===== config.mk =====
export PLATFORM = sky130hd
export DESIGN_NAME = onewire_rom_search_flat
export DESIGN_NICKNAME = d
export VERILOG_FILES = /design/src/rtl/owrs_pkg.sv /design/src/rtl/owrs_if.sv /design/src/rtl/owrs_step.sv /design/src/rtl/onewire_rom_search.sv /design/src/flat_wrapper.sv
export SDC_FILE = /design/constraint.sdc
export NUM_CORES = 1
export LEC_CHECK = 0
export ABC_AREA = 0
export BUFFER_PORTS_ARGS = -buffer_cell sky130_fd_sc_hd__clkbuf_2
export CAP_MARGIN = 10
export CORE_MARGIN = 5
export CORE_UTILIZATION = 55
export CTS_CLUSTER_DIAMETER = 60
export CTS_CLUSTER_SIZE = 40
export DETAILED_ROUTE_END_ITERATION = 7
export MAX_ROUTING_LAYER = met4
export PLACE_DENSITY = 0.86
export RECOVER_POWER = 100
export SYNTH_ARGS = -nofsm -noshare
export SYNTH_HDL_FRONTEND = slang
export SYNTH_SLANG_ARGS = --single-unit
export TNS_END_PERCENT = 20

===== constraint.sdc =====
create_clock -name clock -period 5.7 [get_ports clock]
set_clock_uncertainty 0.1 [all_clocks]
set_input_delay 1.14 -clock clock [delete_from_list [all_inputs] [get_ports clock]]
set_output_delay 1.14 -clock clock [all_outputs]
set_load 0.01 [all_outputs]

===== src/rtl/owrs_pkg.sv =====
package owrs_pkg;

   localparam int unsigned CMD_W = 8;
   localparam int unsigned COUNT_W = 8;
   localparam int unsigned ROM_CODE_W = 64;
   localparam int unsigned CSR_INDEX_W = 1;
   localparam int unsigned CSR_DATA_W = 8;

   localparam logic [CMD_W-1:0] SEARCH_COMMAND_RESET = 8'hF0;
   localparam logic [COUNT_W-1:0] DEVICE_LIMIT_RESET = 8'd2;

   typedef enum logic [1:0] {
      OP_BEGIN      = 2'd0,
      OP_RESET_DONE = 2'd1,
      OP_BIT_PAIR   = 2'd2
   } op_type;

   typedef enum logic [CSR_INDEX_W-1:0] {
      CSR_SEARCH_COMMAND = 1'b0,
      CSR_DEVICE_LIMIT   = 1'b1
   } csr_index_type;

   // One input event as held in the input stage.
   typedef struct packed {
      logic [1:0] op;
      logic       presence;
      logic       id_bit;
      logic       cmpl_bit;
   } evt_type;

   // One result beat as held in the output stage.
   typedef struct packed {
      logic                  send_command;
      logic [CMD_W-1:0]      command_byte;
      logic                  write_valid;
      logic                  write_bit;
      logic                  rom_valid;
      logic [ROM_CODE_W-1:0] found_code;
      logic [COUNT_W-1:0]    device_number;
      logic                  search_done;
      logic                  bus_error;
      logic [COUNT_W-1:0]    devices_found;
   } rslt_type;

endpackage


===== src/rtl/owrs_if.sv =====
interface owrs_req_if;
   logic       valid;
   logic       ready;
   logic [1:0] op;
   logic       presence;
   logic       id_bit;
   logic       cmpl_bit;

   modport source (output valid, op, presence, id_bit, cmpl_bit, input ready);
   modport sink (input valid, op, presence, id_bit, cmpl_bit, output ready);
endinterface

interface owrs_rsp_if;
   logic        valid;
   logic        ready;
   logic        send_command;
   logic [7:0]  command_byte;
   logic        write_valid;
   logic        write_bit;
   logic        rom_valid;
   logic [63:0] found_code;
   logic [7:0]  device_number;
   logic        search_done;
   logic        bus_error;
   logic [7:0]  devices_found;

   modport source (output valid, send_command, command_byte, write_valid, write_bit,
                   rom_valid, found_code, device_number, search_done, bus_error,
                   devices_found, input ready);
   modport sink (input valid, send_command, command_byte, write_valid, write_bit,
                 rom_valid, found_code, device_number, search_done, bus_error,
                 devices_found, output ready);
endinterface


===== src/rtl/owrs_step.sv =====
module owrs_step
   import owrs_pkg::*;
#(
   parameter int unsigned ROM_BITS = 64
) (
   input  logic               clock,
   input  logic               reset,
   input  logic               advance,
   input  evt_type            evt,
   input  logic [CMD_W-1:0]   search_command,
   input  logic [COUNT_W-1:0] device_limit,
   output rslt_type           rslt
);

   localparam int unsigned POS_W = $clog2(ROM_BITS + 1);
   localparam int unsigned IDX_W = $clog2(ROM_BITS);

   logic [ROM_BITS-1:0] rom_bits_ff, rom_bits_in;
   logic [POS_W-1:0]    last_mismatch_ff, last_mismatch_in;
   logic [POS_W-1:0]    last_zero_pos_ff, last_zero_pos_in;
   logic [POS_W-1:0]    bit_position_ff, bit_position_in;
   logic [COUNT_W-1:0]  found_count_ff, found_count_in;
   logic                finished_ff, finished_in;
   logic                in_pass_ff, in_pass_in;

   logic [POS_W-1:0]    pos_minus1;
   logic [IDX_W-1:0]    pos_idx;
   logic [COUNT_W-1:0]  limit;
   logic                dir;

   assign pos_minus1 = bit_position_ff - POS_W'(1);
   assign pos_idx    = pos_minus1[IDX_W-1:0];
   // A limit of zero acts as a limit of one.
   assign limit      = (device_limit == '0) ? COUNT_W'(1) : device_limit;

   always_comb begin
      rom_bits_in      = rom_bits_ff;
      last_mismatch_in = last_mismatch_ff;
      last_zero_pos_in = last_zero_pos_ff;
      bit_position_in  = bit_position_ff;
      found_count_in   = found_count_ff;
      finished_in      = finished_ff;
      in_pass_in       = in_pass_ff;
      rslt             = '0;
      dir              = 1'b0;

      case (evt.op)
         OP_BEGIN: begin
            rom_bits_in      = '0;
            last_mismatch_in = '0;
            last_zero_pos_in = '0;
            bit_position_in  = POS_W'(1);
            found_count_in   = '0;
            finished_in      = 1'b0;
            in_pass_in       = 1'b0;
         end
         OP_RESET_DONE: begin
            if (!finished_ff) begin
               if (!evt.presence) begin
                  finished_in      = 1'b1;
                  in_pass_in       = 1'b0;
                  rslt.search_done = 1'b1;
               end else begin
                  in_pass_in        = 1'b1;
                  bit_position_in   = POS_W'(1);
                  last_zero_pos_in  = '0;
                  rslt.send_command = 1'b1;
                  rslt.command_byte = search_command;
               end
            end
         end
         OP_BIT_PAIR: begin
            if (!finished_ff && in_pass_ff) begin
               if (evt.id_bit && evt.cmpl_bit) begin
                  finished_in      = 1'b1;
                  in_pass_in       = 1'b0;
                  rslt.search_done = 1'b1;
                  rslt.bus_error   = 1'b1;
               end else begin
                  if (!evt.id_bit && !evt.cmpl_bit) begin
                     // Discrepancy: follow the old path below the last
                     // mismatch, take the one branch at it, zero beyond.
                     if (bit_position_ff < last_mismatch_ff) begin
                        dir = rom_bits_ff[pos_idx];
                     end else begin
                        dir = (bit_position_ff == last_mismatch_ff);
                     end
                     if (!dir) begin
                        last_zero_pos_in = bit_position_ff;
                     end
                  end else begin
                     dir = evt.id_bit;
                  end
                  rom_bits_in[pos_idx] = dir;
                  rslt.write_valid     = 1'b1;
                  rslt.write_bit       = dir;
                  if (bit_position_ff >= POS_W'(ROM_BITS)) begin
                     rslt.rom_valid     = 1'b1;
                     rslt.found_code    = ROM_CODE_W'(rom_bits_in);
                     rslt.device_number = found_count_ff;
                     found_count_in     = found_count_ff + COUNT_W'(1);
                     last_mismatch_in   = last_zero_pos_in;
                     in_pass_in         = 1'b0;
                     bit_position_in    = POS_W'(1);
                     if (last_zero_pos_in == '0 || found_count_in >= limit) begin
                        finished_in      = 1'b1;
                        rslt.search_done = 1'b1;
                     end
                  end else begin
                     bit_position_in = bit_position_ff + POS_W'(1);
                  end
               end
            end
         end
         default: begin
         end
      endcase

      rslt.devices_found = found_count_in;
   end

   always_ff @(posedge clock) begin
      if (reset) begin
         rom_bits_ff      <= '0;
         last_mismatch_ff <= '0;
         last_zero_pos_ff <= '0;
         bit_position_ff  <= POS_W'(1);
         found_count_ff   <= '0;
         finished_ff      <= 1'b1;
         in_pass_ff       <= 1'b0;
      end else if (advance) begin
         rom_bits_ff      <= rom_bits_in;
         last_mismatch_ff <= last_mismatch_in;
         last_zero_pos_ff <= last_zero_pos_in;
         bit_position_ff  <= bit_position_in;
         found_count_ff   <= found_count_in;
         finished_ff      <= finished_in;
         in_pass_ff       <= in_pass_in;
      end
   end

`ifndef SYNTHESIS
   a_finished_not_in_pass: assert property (@(posedge clock) disable iff (reset)
      finished_ff |-> !in_pass_ff)
      else $error("search finished while a pass is open");

   a_position_range: assert property (@(posedge clock) disable iff (reset)
      bit_position_ff != '0 && bit_position_ff <= POS_W'(ROM_BITS))
      else $error("bit position out of range");

   a_bus_error_ends: assert property (@(posedge clock) disable iff (reset)
      advance && rslt.bus_error |-> rslt.search_done && !rslt.write_valid)
      else $error("bus error without end of search");

   a_rom_closes_pass: assert property (@(posedge clock) disable iff (reset)
      advance && rslt.rom_valid |=> !in_pass_ff && bit_position_ff == POS_W'(1))
      else $error("pass still open after a ROM code");

   a_rom_counts: assert property (@(posedge clock) disable iff (reset)
      advance && rslt.rom_valid |=>
         found_count_ff == $past(found_count_ff) + COUNT_W'(1))
      else $error("device count not advanced on a ROM code");
`endif

endmodule


===== src/rtl/onewire_rom_search.sv =====
// The request beat is registered in the input stage when it is accepted, and the
// result register loads from that stage when it advances, held off by an unread result.
// One request beat per cycle unless the output stalls; a request is still taken while one
// result waits to be read, and the output register holds it until rsp.ready.
// Reset (synchronous, active high) clears both stages, sets the search to done
// and loads the register defaults: command 0xF0, device limit 2.
module onewire_rom_search
   import owrs_pkg::*;
#(
   parameter int unsigned ROM_BITS = 64
) (
   input  logic                   clock,
   input  logic                   reset,
   owrs_req_if.sink               req,
   owrs_rsp_if.source             rsp,
   input  logic                   csr_we,
   input  logic [CSR_INDEX_W-1:0] csr_index,
   input  logic [CSR_DATA_W-1:0]  csr_wdata
);

   logic [CMD_W-1:0]   search_command_ff;
   logic [COUNT_W-1:0] device_limit_ff;

   logic     s1_valid_ff, s1_valid_in;
   evt_type  s1_evt_ff;
   logic     s2_valid_ff, s2_valid_in;
   rslt_type s2_rslt_ff;
   rslt_type rslt;

   logic advance;
   logic take;

   assign advance   = s1_valid_ff && (!s2_valid_ff || rsp.ready);
   assign req.ready = !s1_valid_ff || advance;
   assign take      = req.valid && req.ready;

   always_comb begin
      s1_valid_in = s1_valid_ff;
      if (take) begin
         s1_valid_in = 1'b1;
      end else if (advance) begin
         s1_valid_in = 1'b0;
      end
      s2_valid_in = s2_valid_ff;
      if (advance) begin
         s2_valid_in = 1'b1;
      end else if (rsp.ready) begin
         s2_valid_in = 1'b0;
      end
   end

   always_ff @(posedge clock) begin
      if (reset) begin
         s1_valid_ff <= 1'b0;
         s2_valid_ff <= 1'b0;
      end else begin
         s1_valid_ff <= s1_valid_in;
         s2_valid_ff <= s2_valid_in;
      end
   end

   always_ff @(posedge clock) begin
      if (take) begin
         s1_evt_ff.op       <= req.op;
         s1_evt_ff.presence <= req.presence;
         s1_evt_ff.id_bit   <= req.id_bit;
         s1_evt_ff.cmpl_bit <= req.cmpl_bit;
      end
      if (advance) begin
         s2_rslt_ff <= rslt;
      end
   end

   always_ff @(posedge clock) begin
      if (reset) begin
         search_command_ff <= SEARCH_COMMAND_RESET;
         device_limit_ff   <= DEVICE_LIMIT_RESET;
      end else if (csr_we) begin
         case (csr_index)
            CSR_SEARCH_COMMAND: search_command_ff <= csr_wdata[CMD_W-1:0];
            CSR_DEVICE_LIMIT:   device_limit_ff   <= csr_wdata[COUNT_W-1:0];
            default: begin
            end
         endcase
      end
   end

   owrs_step #(
      .ROM_BITS (ROM_BITS)
   ) u_step (
      .clock          (clock),
      .reset          (reset),
      .advance        (advance),
      .evt            (s1_evt_ff),
      .search_command (search_command_ff),
      .device_limit   (device_limit_ff),
      .rslt           (rslt)
   );

   assign rsp.valid         = s2_valid_ff;
   assign rsp.send_command  = s2_rslt_ff.send_command;
   assign rsp.command_byte  = s2_rslt_ff.command_byte;
   assign rsp.write_valid   = s2_rslt_ff.write_valid;
   assign rsp.write_bit     = s2_rslt_ff.write_bit;
   assign rsp.rom_valid     = s2_rslt_ff.rom_valid;
   assign rsp.found_code    = s2_rslt_ff.found_code;
   assign rsp.device_number = s2_rslt_ff.device_number;
   assign rsp.search_done   = s2_rslt_ff.search_done;
   assign rsp.bus_error     = s2_rslt_ff.bus_error;
   assign rsp.devices_found = s2_rslt_ff.devices_found;

endmodule


===== src/flat_wrapper.sv =====
// flat-port wrapper written by rule: the top's interface ports become plain ports
module onewire_rom_search_flat import owrs_pkg::*;
#(
   parameter int unsigned ROM_BITS = 64
)
  (clock, reset, csr_we, csr_index, csr_wdata, req_valid, req_op, req_presence, req_id_bit, req_cmpl_bit, req_ready, rsp_valid, rsp_send_command, rsp_command_byte, rsp_write_valid, rsp_write_bit, rsp_rom_valid, rsp_found_code, rsp_device_number, rsp_search_done, rsp_bus_error, rsp_devices_found, rsp_ready);
  owrs_req_if req_i ();
  owrs_rsp_if rsp_i ();
  input  logic clock;
  input  logic reset;
  input  logic csr_we;
  input  logic [CSR_INDEX_W-1:0] csr_index;
  input  logic [CSR_DATA_W-1:0] csr_wdata;
  input wire logic [$bits(req_i.valid)-1:0] req_valid;
  input wire logic [$bits(req_i.op)-1:0] req_op;
  input wire logic [$bits(req_i.presence)-1:0] req_presence;
  input wire logic [$bits(req_i.id_bit)-1:0] req_id_bit;
  input wire logic [$bits(req_i.cmpl_bit)-1:0] req_cmpl_bit;
  output wire logic [$bits(req_i.ready)-1:0] req_ready;
  output wire logic [$bits(rsp_i.valid)-1:0] rsp_valid;
  output wire logic [$bits(rsp_i.send_command)-1:0] rsp_send_command;
  output wire logic [$bits(rsp_i.command_byte)-1:0] rsp_command_byte;
  output wire logic [$bits(rsp_i.write_valid)-1:0] rsp_write_valid;
  output wire logic [$bits(rsp_i.write_bit)-1:0] rsp_write_bit;
  output wire logic [$bits(rsp_i.rom_valid)-1:0] rsp_rom_valid;
  output wire logic [$bits(rsp_i.found_code)-1:0] rsp_found_code;
  output wire logic [$bits(rsp_i.device_number)-1:0] rsp_device_number;
  output wire logic [$bits(rsp_i.search_done)-1:0] rsp_search_done;
  output wire logic [$bits(rsp_i.bus_error)-1:0] rsp_bus_error;
  output wire logic [$bits(rsp_i.devices_found)-1:0] rsp_devices_found;
  input wire logic [$bits(rsp_i.ready)-1:0] rsp_ready;
  assign req_i.valid = req_valid;
  assign req_i.op = req_op;
  assign req_i.presence = req_presence;
  assign req_i.id_bit = req_id_bit;
  assign req_i.cmpl_bit = req_cmpl_bit;
  assign req_ready = req_i.ready;
  assign rsp_valid = rsp_i.valid;
  assign rsp_send_command = rsp_i.send_command;
  assign rsp_command_byte = rsp_i.command_byte;
  assign rsp_write_valid = rsp_i.write_valid;
  assign rsp_write_bit = rsp_i.write_bit;
  assign rsp_rom_valid = rsp_i.rom_valid;
  assign rsp_found_code = rsp_i.found_code;
  assign rsp_device_number = rsp_i.device_number;
  assign rsp_search_done = rsp_i.search_done;
  assign rsp_bus_error = rsp_i.bus_error;
  assign rsp_devices_found = rsp_i.devices_found;
  assign rsp_i.ready = rsp_ready;
  onewire_rom_search #(.ROM_BITS(ROM_BITS)) u_core (.clock(clock), .reset(reset), .req(req_i), .rsp(rsp_i), .csr_we(csr_we), .csr_index(csr_index), .csr_wdata(csr_wdata));
endmodule

* Word-level counts from Yosys, hierarchy flattened
Cells that the tools add are included.
** Word-level totals
- Register bits :: 212
- Input bits :: 19
- Output and inout bits :: 96
- Word-level logic and storage cells :: 150
** Cells by class
- Add/subtract/negate cells :: 3
- $lt $le $gt $ge :: 5
- Equality and inequality tests :: 10
- Muxes and demuxes :: 68
- Bitwise logic cells :: 6
- Reductions and logical operators :: 33
** Operators by type and width (number)
- two-way mux 64 bit :: 2
- one-hot mux 64 bit (2 select lines) :: 1
- two-way mux 7 bit :: 17
- two-way mux 75 bit :: 1
- two-way mux 74 bit :: 1
- bitwise mux 64 bit :: 1
- one-hot mux 7 bit (3 select lines) :: 2
- two-way mux 8 bit :: 4
- two-way mux 1 bit :: 30
- one-hot mux 8 bit (2 select lines) :: 1
- AND reduction 5 bit :: 3
- one-hot mux 7 bit (2 select lines) :: 1
- two-way mux 9 bit :: 1
- adder 8 x 1 -> 8 bit (second input constant) :: 1
- >= comparator 8 bit :: 1
- zero test 8 bit :: 1
- != test 2 bit (second input constant) :: 4
- adder 7 x 1 -> 7 bit (second input constant) :: 1
- == test 7 bit :: 1
- >= comparator 7 bit (second input constant) :: 1
- zero test 7 bit :: 1
- less-than comparator 6 x 7 -> 1 bit (second input constant) :: 1
- less-than comparator 7 bit :: 1
- binary-select mux 1 bit (select 6 bit) :: 1
- other kinds (23) :: 46

* Logic depth before layout (Yosys ltp)
- Depth in word-level cells :: 20
- Gate-level depth with buffers :: 15
- Depth with buffers taken out :: 12

* Cells and area by module
Synthesis repeated with hierarchy kept, for this count alone.
** Unflattened totals
- Cell total of the unflattened synthesis :: 1045
- Area total of the unflattened synthesis :: 10588.9 µm²
** By module, submodules not included
- owrs_step :: times used 1, cells each 868, area an instance 6856.6 µm², seq. area each 1901.8 µm²
- onewire_rom_search :: times used 1, cells each 177, area an instance 3732.3 µm², seq. area each 3333.2 µm²

* Worst setup path after synthesis
Ideal clock, no wire load.
- Kind :: input-to-reg
- From :: input port rsp_ready
- To :: register u_core.u_step.found_count_ff[7]
- Setup time :: 0.128 ns
- Arrival time :: 4.782 ns
- Data required time :: 5.472 ns
- Path slack :: 0.690 ns
- Stages :: 6
- Buffers on the path :: 2
- Cell sequence :: nor2b_1 nor2b_1 clkbuf_1 clkbuf_1 mux2i_1 nor2_1
** Between the ends
- Word-level cells in the longest chain between the ends :: 2
** Ends and longest elaborated chain
- from (decl) :: RTL line flat_wrapper.sv:31 : input wire logic [$bits(rsp_i.ready)-1:0] rsp_ready;
- logical OR 1 bit :: RTL line onewire_rom_search.sv:33 : assign advance = s1_valid_ff && (!s2_valid_ff || rsp.ready);
- logical AND 1 bit :: RTL line onewire_rom_search.sv:33
- via u_core.advance :: RTL line onewire_rom_search.sv:30 : logic advance;
- to (signal assigned) :: RTL line owrs_step.sv:136 : found_count_ff <= found_count_in;
- to (decl) :: RTL line owrs_step.sv:22 : logic [COUNT_W-1:0] found_count_ff, found_count_in;
The timed path passes the listed nets, and every way through them passes these cells.
A chain may end at the register's enable or synchronous reset.

* Worst setup path in the final report
- From :: register u_core.u_step.bit_position_ff[1]
- To :: register u_core.u_step.finished_ff
** Between the ends
- Word-level cells in the longest chain between the ends :: 17
- Elaborated cells between the ends (all ways) :: 21
- Those cells by class :: 1 x add/sub; 2 x order compare; 3 x eq/ne; 12 x mux; 3 x reduce/logical
** Ends and longest elaborated chain
- from (decl) :: RTL line owrs_step.sv:21 : logic [POS_W-1:0] bit_position_ff, bit_position_in;
- from (signal assigned) :: RTL line owrs_step.sv:135 : bit_position_ff <= bit_position_in;
- subtractor 6 x 1 -> 6 bit :: RTL line owrs_step.sv:31 : assign pos_minus1 = bit_position_ff - POS_W'(1);
- binary-select mux 1 bit (select 6 bit) :: RTL line owrs_step.sv:84 : dir = rom_bits_ff[pos_idx];
- two-way mux 1 bit (implied by the code) :: RTL line owrs_step.sv:84
- two-way mux 1 bit :: RTL line owrs_step.sv:83 : if (bit_position_ff < last_mismatch_ff) begin
- two-way mux 1 bit :: RTL line owrs_step.sv:80 : if (!evt.id_bit && !evt.cmpl_bit) begin
- two-way mux 1 bit :: RTL line owrs_step.sv:74 : if (evt.id_bit && evt.cmpl_bit) begin
- two-way mux 1 bit :: RTL line owrs_step.sv:73 : if (!finished_ff && in_pass_ff) begin
- two-way mux 1 bit :: RTL line owrs_step.sv:47 : case (evt.op)
- two-way mux 7 bit :: RTL line owrs_step.sv:88 : if (!dir) begin
- two-way mux 7 bit :: RTL line owrs_step.sv:80
- two-way mux 7 bit :: RTL line owrs_step.sv:74
- two-way mux 7 bit :: RTL line owrs_step.sv:73
- two-way mux 7 bit :: RTL line owrs_step.sv:47
- zero test 7 bit :: RTL line owrs_step.sv:105 : if (last_zero_pos_in == '0 || found_count_in >= limit) begin
- logical OR 1 bit :: RTL line owrs_step.sv:105
- != test 3 bit (no line)
- AND reduction 5 bit (no line) (*)
- to (signal assigned) :: RTL line owrs_step.sv:137 : finished_ff <= finished_in;
- to (decl) :: RTL line owrs_step.sv:23 : logic finished_ff, finished_in;
Mark *: on every way between the ends. The rest lies on a longest branch, timed or not. The select of a mux whose other input is x is not followed.

==> run summary <==
The number of cells on the worst reg-to-reg path is 12. The total count of hold-check failures in the final report is 0. The tool flagged a number of max-cap violations equal to 3. The class of the most critical setup path is flip-flop to flip-flop. The dominant delay contributor by cell family on the critical path is simple AND/OR/NAND/NOR gates. Measured along the x axis, the die boundary spans 148.0 um. In this run, the number of DRC markers left after iteration 0 of detailed routing was between 1000 and 1500.

The register-to-register setup slack came out at approximately 0.98 ns. The worst max-slew margin expressed relative to the limit is -108.9%. The number of resized instances in the post-cts repair step is 0.

STA classifies the critical path startpoint as a flip-flop. The worst stage delay on the critical path came out at 0.79 ns. The maximum fanout encountered on the critical timing path is 10.

The congestion estimate from routability-driven global placement came to 0.8949. The synthesized netlist contains around 60 unique library cells. The run finished, with violations left. STA classifies the critical path endpoint as a flip-flop. The count of nets after finishing is between 1000 and 1500. The cell area after synthesis came out at 0.01048 mm2. The largest individual stage delay along the critical path comes from the cell sky130_fd_sc_hd__xor2_1. The checks that failed: max-capacitance violations, max-slew violations. The number of enable-type register cells in the synthesized netlist came out at 99.

Tracing the worst setup path back leads to its startpoint at u_core.u_step.bit_position_ff[1]$_SDFFE_PP0P_. The number of pins with negative max-slew slack in the final report was 184. Fill cells in the final layout number 1524. The net count after synthesis came out at ~1200.

The required arrival time at the worst endpoint is between 5 and 6 ns. The shortest clock period the worst path allows after layout is approximately 4.7 ns. After synthesis, flip-flops and latches occupy 49.98% of the total area.

In this run the cell area measured after placement is 0.01116 mm2. Global routing finished with a remaining overflow of 0. The number of cells traversed by the worst hold path came out at 2. The first detailed-routing pass took 6 iterations. The area of the die came out at 0.02191 mm2. The wire length per cell came out at 18.11 um.

The share of async-settable or async-resettable flops after synthesis is 0%. The maximum vdd ir drop is 0.2156 mV. The number of global-route vias before repair is 8438. The vertical die dimension came out at 148.0 um.

The count of buffers inserted at the top-level ports came out at 114. TritonCTS built the clock tree. The post-route standard cell area excluding fillers came out at 0.01153 mm2. The repair_antennas step left the layout with diodes totalling 0. The data arrival time of the critical path is about 5.0 ns. The endpoint identified for the worst register-to-register timing path is u_core.u_step.finished_ff$_SDFFE_PP1P_.

The initial antenna violation count is 0. The cell sitting at the root of the clock tree is a sky130_fd_sc_hd__clkbuf_16. The initial core utilization came out at 56.00%. Setup repair after global routing left no endpoint under its margin. The per-cell via count in the routed design came out at 6.296. For this run, design rule violations remaining after detail routing come to 0.

The reg-to-reg startpoint is u_core.u_step.bit_position_ff[1]$_SDFFE_PP0P_. The total leakage power came out at 3.737 nW. The transition at the pin with the smallest max-transition slack came out at 3.134 ns. The most common cell after layout, fill and taps aside is sky130_fd_sc_hd__a21oi_1. In this run the number of H-tree levels came out at 1. The fraction of layout instances using a drive strength above 1 came out at ~7.3%. After routing, the total negative slack on setup checks comes to 0 ns. In this run the standard cell core region covers 0.01871 mm2. The number of warning messages in the yosys log is 0. The clock network latency to the later pin of the worst-skew pair came out at 0.49 ns.

The number of setup buffers added after CTS is 0. The largest net degree at the start of global routing came out at between 70 and 80. Synthesis inferred 212 register bits.

The number of routed nets with antenna violations is 0. The detailed placement HPWL is approximately 17000 um. The completed layout was analyzed and its total power is 0.003012 W. The global routing usage summed across all routing layers came out at 23.81%. The number of buffers inserted for hold repair after clock tree synthesis is 0. The clock transition at the register clock pins on the worst setup and hold paths after CTS is about 0.09 ns.

The worst hold path begins at u_core.device_limit_ff[0]$_SDFFE_PP0P_. Cells fill just over 60% of the core in the end. For this block, the routed nets add up to 26330 um of wire. The number of buffer and inverter instances along the worst setup path is 2. The first global-routing pass estimated 42610 um of wire.

The final number of setup-violating endpoints came out at 0. In the layout the commonest cells are 183 x sky130_fd_sc_hd__a21oi_1, 121 x sky130_fd_sc_hd__o21ai_0, 113 x sky130_fd_sc_hd__dfxtp_1. For this design, the sink count on the clock tree is 212.

Dividing the final minimum period by the clock period gives 82.79%. The most used flip-flop cell after synthesis is sky130_fd_sc_hd__dfxtp_1. Walking the worst path, the cells encountered are inv_1, ha_1, xor2_1, mux4_2, and4_1, or4_4, nand3_1, o31ai_4, clkbuf_1, mux2_1, or3_1, a221o_1.

The number of primary I/O pins came out at 115. Derived from the worst setup path, the maximum achievable clock frequency is 211.9 MHz. The cell row count came out at 50. The area growth from synthesis to layout is 10.12%.

For hold timing, the worst endpoint is u_core.device_limit_ff[0]$_SDFFE_PP0P_. The total clock buffers created by CTS is 15. The vias after detailed routing is 9154. The average instance area after synthesis is roughly 9 um2. The gate count after technology mapping is 1155.

The clock passes through at most 3 buffers. The worst hold-check path type is flip-flop to flip-flop. In this run the power density over the cells is 261.1 mW/mm2.
==> layout make-up <==
class | count | area, um2 | area share [%]
Clock buffer | 15 | 375.4 | 3.254
Clock inverter | 11 | 135.1 | 1.171
Inverter | 24 | 90.09 | 0.7810
Multi-Input combinational cell | 820 | 4771 | 41.36
Sequential cell | 212 | 5235 | 45.38
Tap cell | 234 | 292.8 | 2.538
Timing Repair Buffer | 138 | 635.6 | 5.510
==> registers in the layout, summed over array words and instances (netlist names), 5 cells and up <==
name / flops
u_core.rsp.found_code: 64
u_core.u_step.rom_bits_ff: 64
u_core.device_limit_ff: 8
u_core.rsp.command_byte: 8
u_core.rsp.device_number: 8
u_core.rsp.devices_found: 8
u_core.search_command_ff: 8
u_core.u_step.found_count_ff: 8
u_core.u_step.bit_position_ff: 7
u_core.u_step.last_mismatch_ff: 7
u_core.u_step.last_zero_pos_ff: 7
u_core.s1_evt_ff: 5
==> per-layer routing <==
metal	track usage [%]	routed length [um]	vias to the layer above	share of wire [%]
met1	32.62	10930	4238	42
li1	-	-	4308	-
met2	37.22	12330	538	47
met4	7.067	651	0	2.5
met5	-	0	-	0
met3	3.372	2420	70	9.2
==> cell families (layout without fill, tap and decap cells) <==
kind of cell | count (synthesis) | count (layout) | synth area share, %
buf+inv | 123 | 188 | 4.575
compound gates | 381 | 381 | 20.78
simple gates | 371 | 371 | 16.83
mux | 33 | 33 | 4.121
xor+xnor | 13 | 13 | 1.087
fa+ha+maj | 22 | 22 | 2.628
flops | 212 | 212 | 49.98
==> worst max-delay path by stage <==
| stage | cells after the start | to |
|---|---|---|
| floorplan | 6 | u_core.u_step.found_count_ff[7]$_SDFFE_PP0P_ |
| global placement | 12 | u_core.u_step.finished_ff$_SDFFE_PP1P_ |
| detailed placement | 12 | u_core.u_step.finished_ff$_SDFFE_PP1P_ |
| CTS | 12 | u_core.u_step.finished_ff$_SDFFE_PP1P_ |
| global route | 13 | u_core.u_step.finished_ff$_SDFFE_PP1P_ |
| finish | 12 | u_core.u_step.finished_ff$_SDFFE_PP1P_ |
==> worst register-to-register path: cells and delay by family (launching register included) <==
family | cells | cell delay (ns)
multiplexers | 2 | 1.01
XOR/XNOR | 1 | 0.79
buffers and inverters | 2 | 0.36
AND/OR/NAND/NOR | 4 | 1.21
adder cells (fa/ha/maj) | 1 | 0.23
flip-flops | 1 | 0.49
AO/OA/AOI/OAI | 2 | 0.42
==> per-stage QoR <==
step / setup slack (ns) / hold slack (ns) / std cells
final: 0.9808 / 0.3564 / 1454
after global routing: 0.7048 / 0.3780 / 1454
after CTS: 1.493 / 0.3587 / 1453
after detailed placement: 1.536 / 0.3467 / 1427
after global placement: 1.616 / 0.3463 / 1427
after floorplan: 0.6900 / 0.3354 / 1155
==> synthesized netlist by cell type, types with 2 or more instances <==
cell type,number,share of area [%]
sky130_fd_sc_hd__nor3_1,9,0.43
sky130_fd_sc_hd__o22ai_1,5,0.30
sky130_fd_sc_hd__a2bb2oi_1,2,0.17
sky130_fd_sc_hd__nor3b_1,3,0.21
sky130_fd_sc_hd__dfxtp_1,113,22
sky130_fd_sc_hd__edfxtp_1,99,28
sky130_fd_sc_hd__mux2i_1,18,1.7
sky130_fd_sc_hd__and3_1,6,0.36
sky130_fd_sc_hd__nand2_1,94,3.4
sky130_fd_sc_hd__xnor2_1,8,0.67
sky130_fd_sc_hd__clkbuf_1,82,2.9
sky130_fd_sc_hd__nand4_1,11,0.66
sky130_fd_sc_hd__inv_1,21,0.75
sky130_fd_sc_hd__a22oi_1,2,0.14
sky130_fd_sc_hd__mux2_2,7,0.75
sky130_fd_sc_hd__a31oi_1,5,0.30
sky130_fd_sc_hd__or3_1,6,0.36
sky130_fd_sc_hd__buf_2,8,0.38
sky130_fd_sc_hd__and2_1,20,1.2
sky130_fd_sc_hd__nand3b_1,7,0.50
sky130_fd_sc_hd__nor4_1,3,0.18
sky130_fd_sc_hd__nand2b_1,14,0.84
sky130_fd_sc_hd__ha_1,22,2.6
sky130_fd_sc_hd__nor2_1,110,3.9
sky130_fd_sc_hd__mux4_2,7,1.5
sky130_fd_sc_hd__o211ai_1,4,0.29
sky130_fd_sc_hd__o21a_1,2,0.14
sky130_fd_sc_hd__a311oi_1,34,2.8
sky130_fd_sc_hd__o21ai_0,122,5.8
sky130_fd_sc_hd__a211o_1,6,0.50
sky130_fd_sc_hd__nor2b_1,15,0.90
sky130_fd_sc_hd__nand3_1,63,3.0
sky130_fd_sc_hd__or4_4,2,0.21
sky130_fd_sc_hd__a21oi_1,183,8.7
sky130_fd_sc_hd__o21bai_1,2,0.14
sky130_fd_sc_hd__clkinv_1,2,0.072
sky130_fd_sc_hd__xor2_1,5,0.42
sky130_fd_sc_hd__o31ai_1,4,0.29
sky130_fd_sc_hd__buf_1,8,0.29
sky130_fd_sc_hd__a32oi_1,2,0.17
==> report_power, final <==
group	total, W	internal (W)	switching, W
sequential	0.00165	0.00163	0.0000181
combinational	0.000203	0.0000608	0.000143
clock	0.00116	0.000565	0.000592
Note: power is estimated with default switching activity, not from simulation.
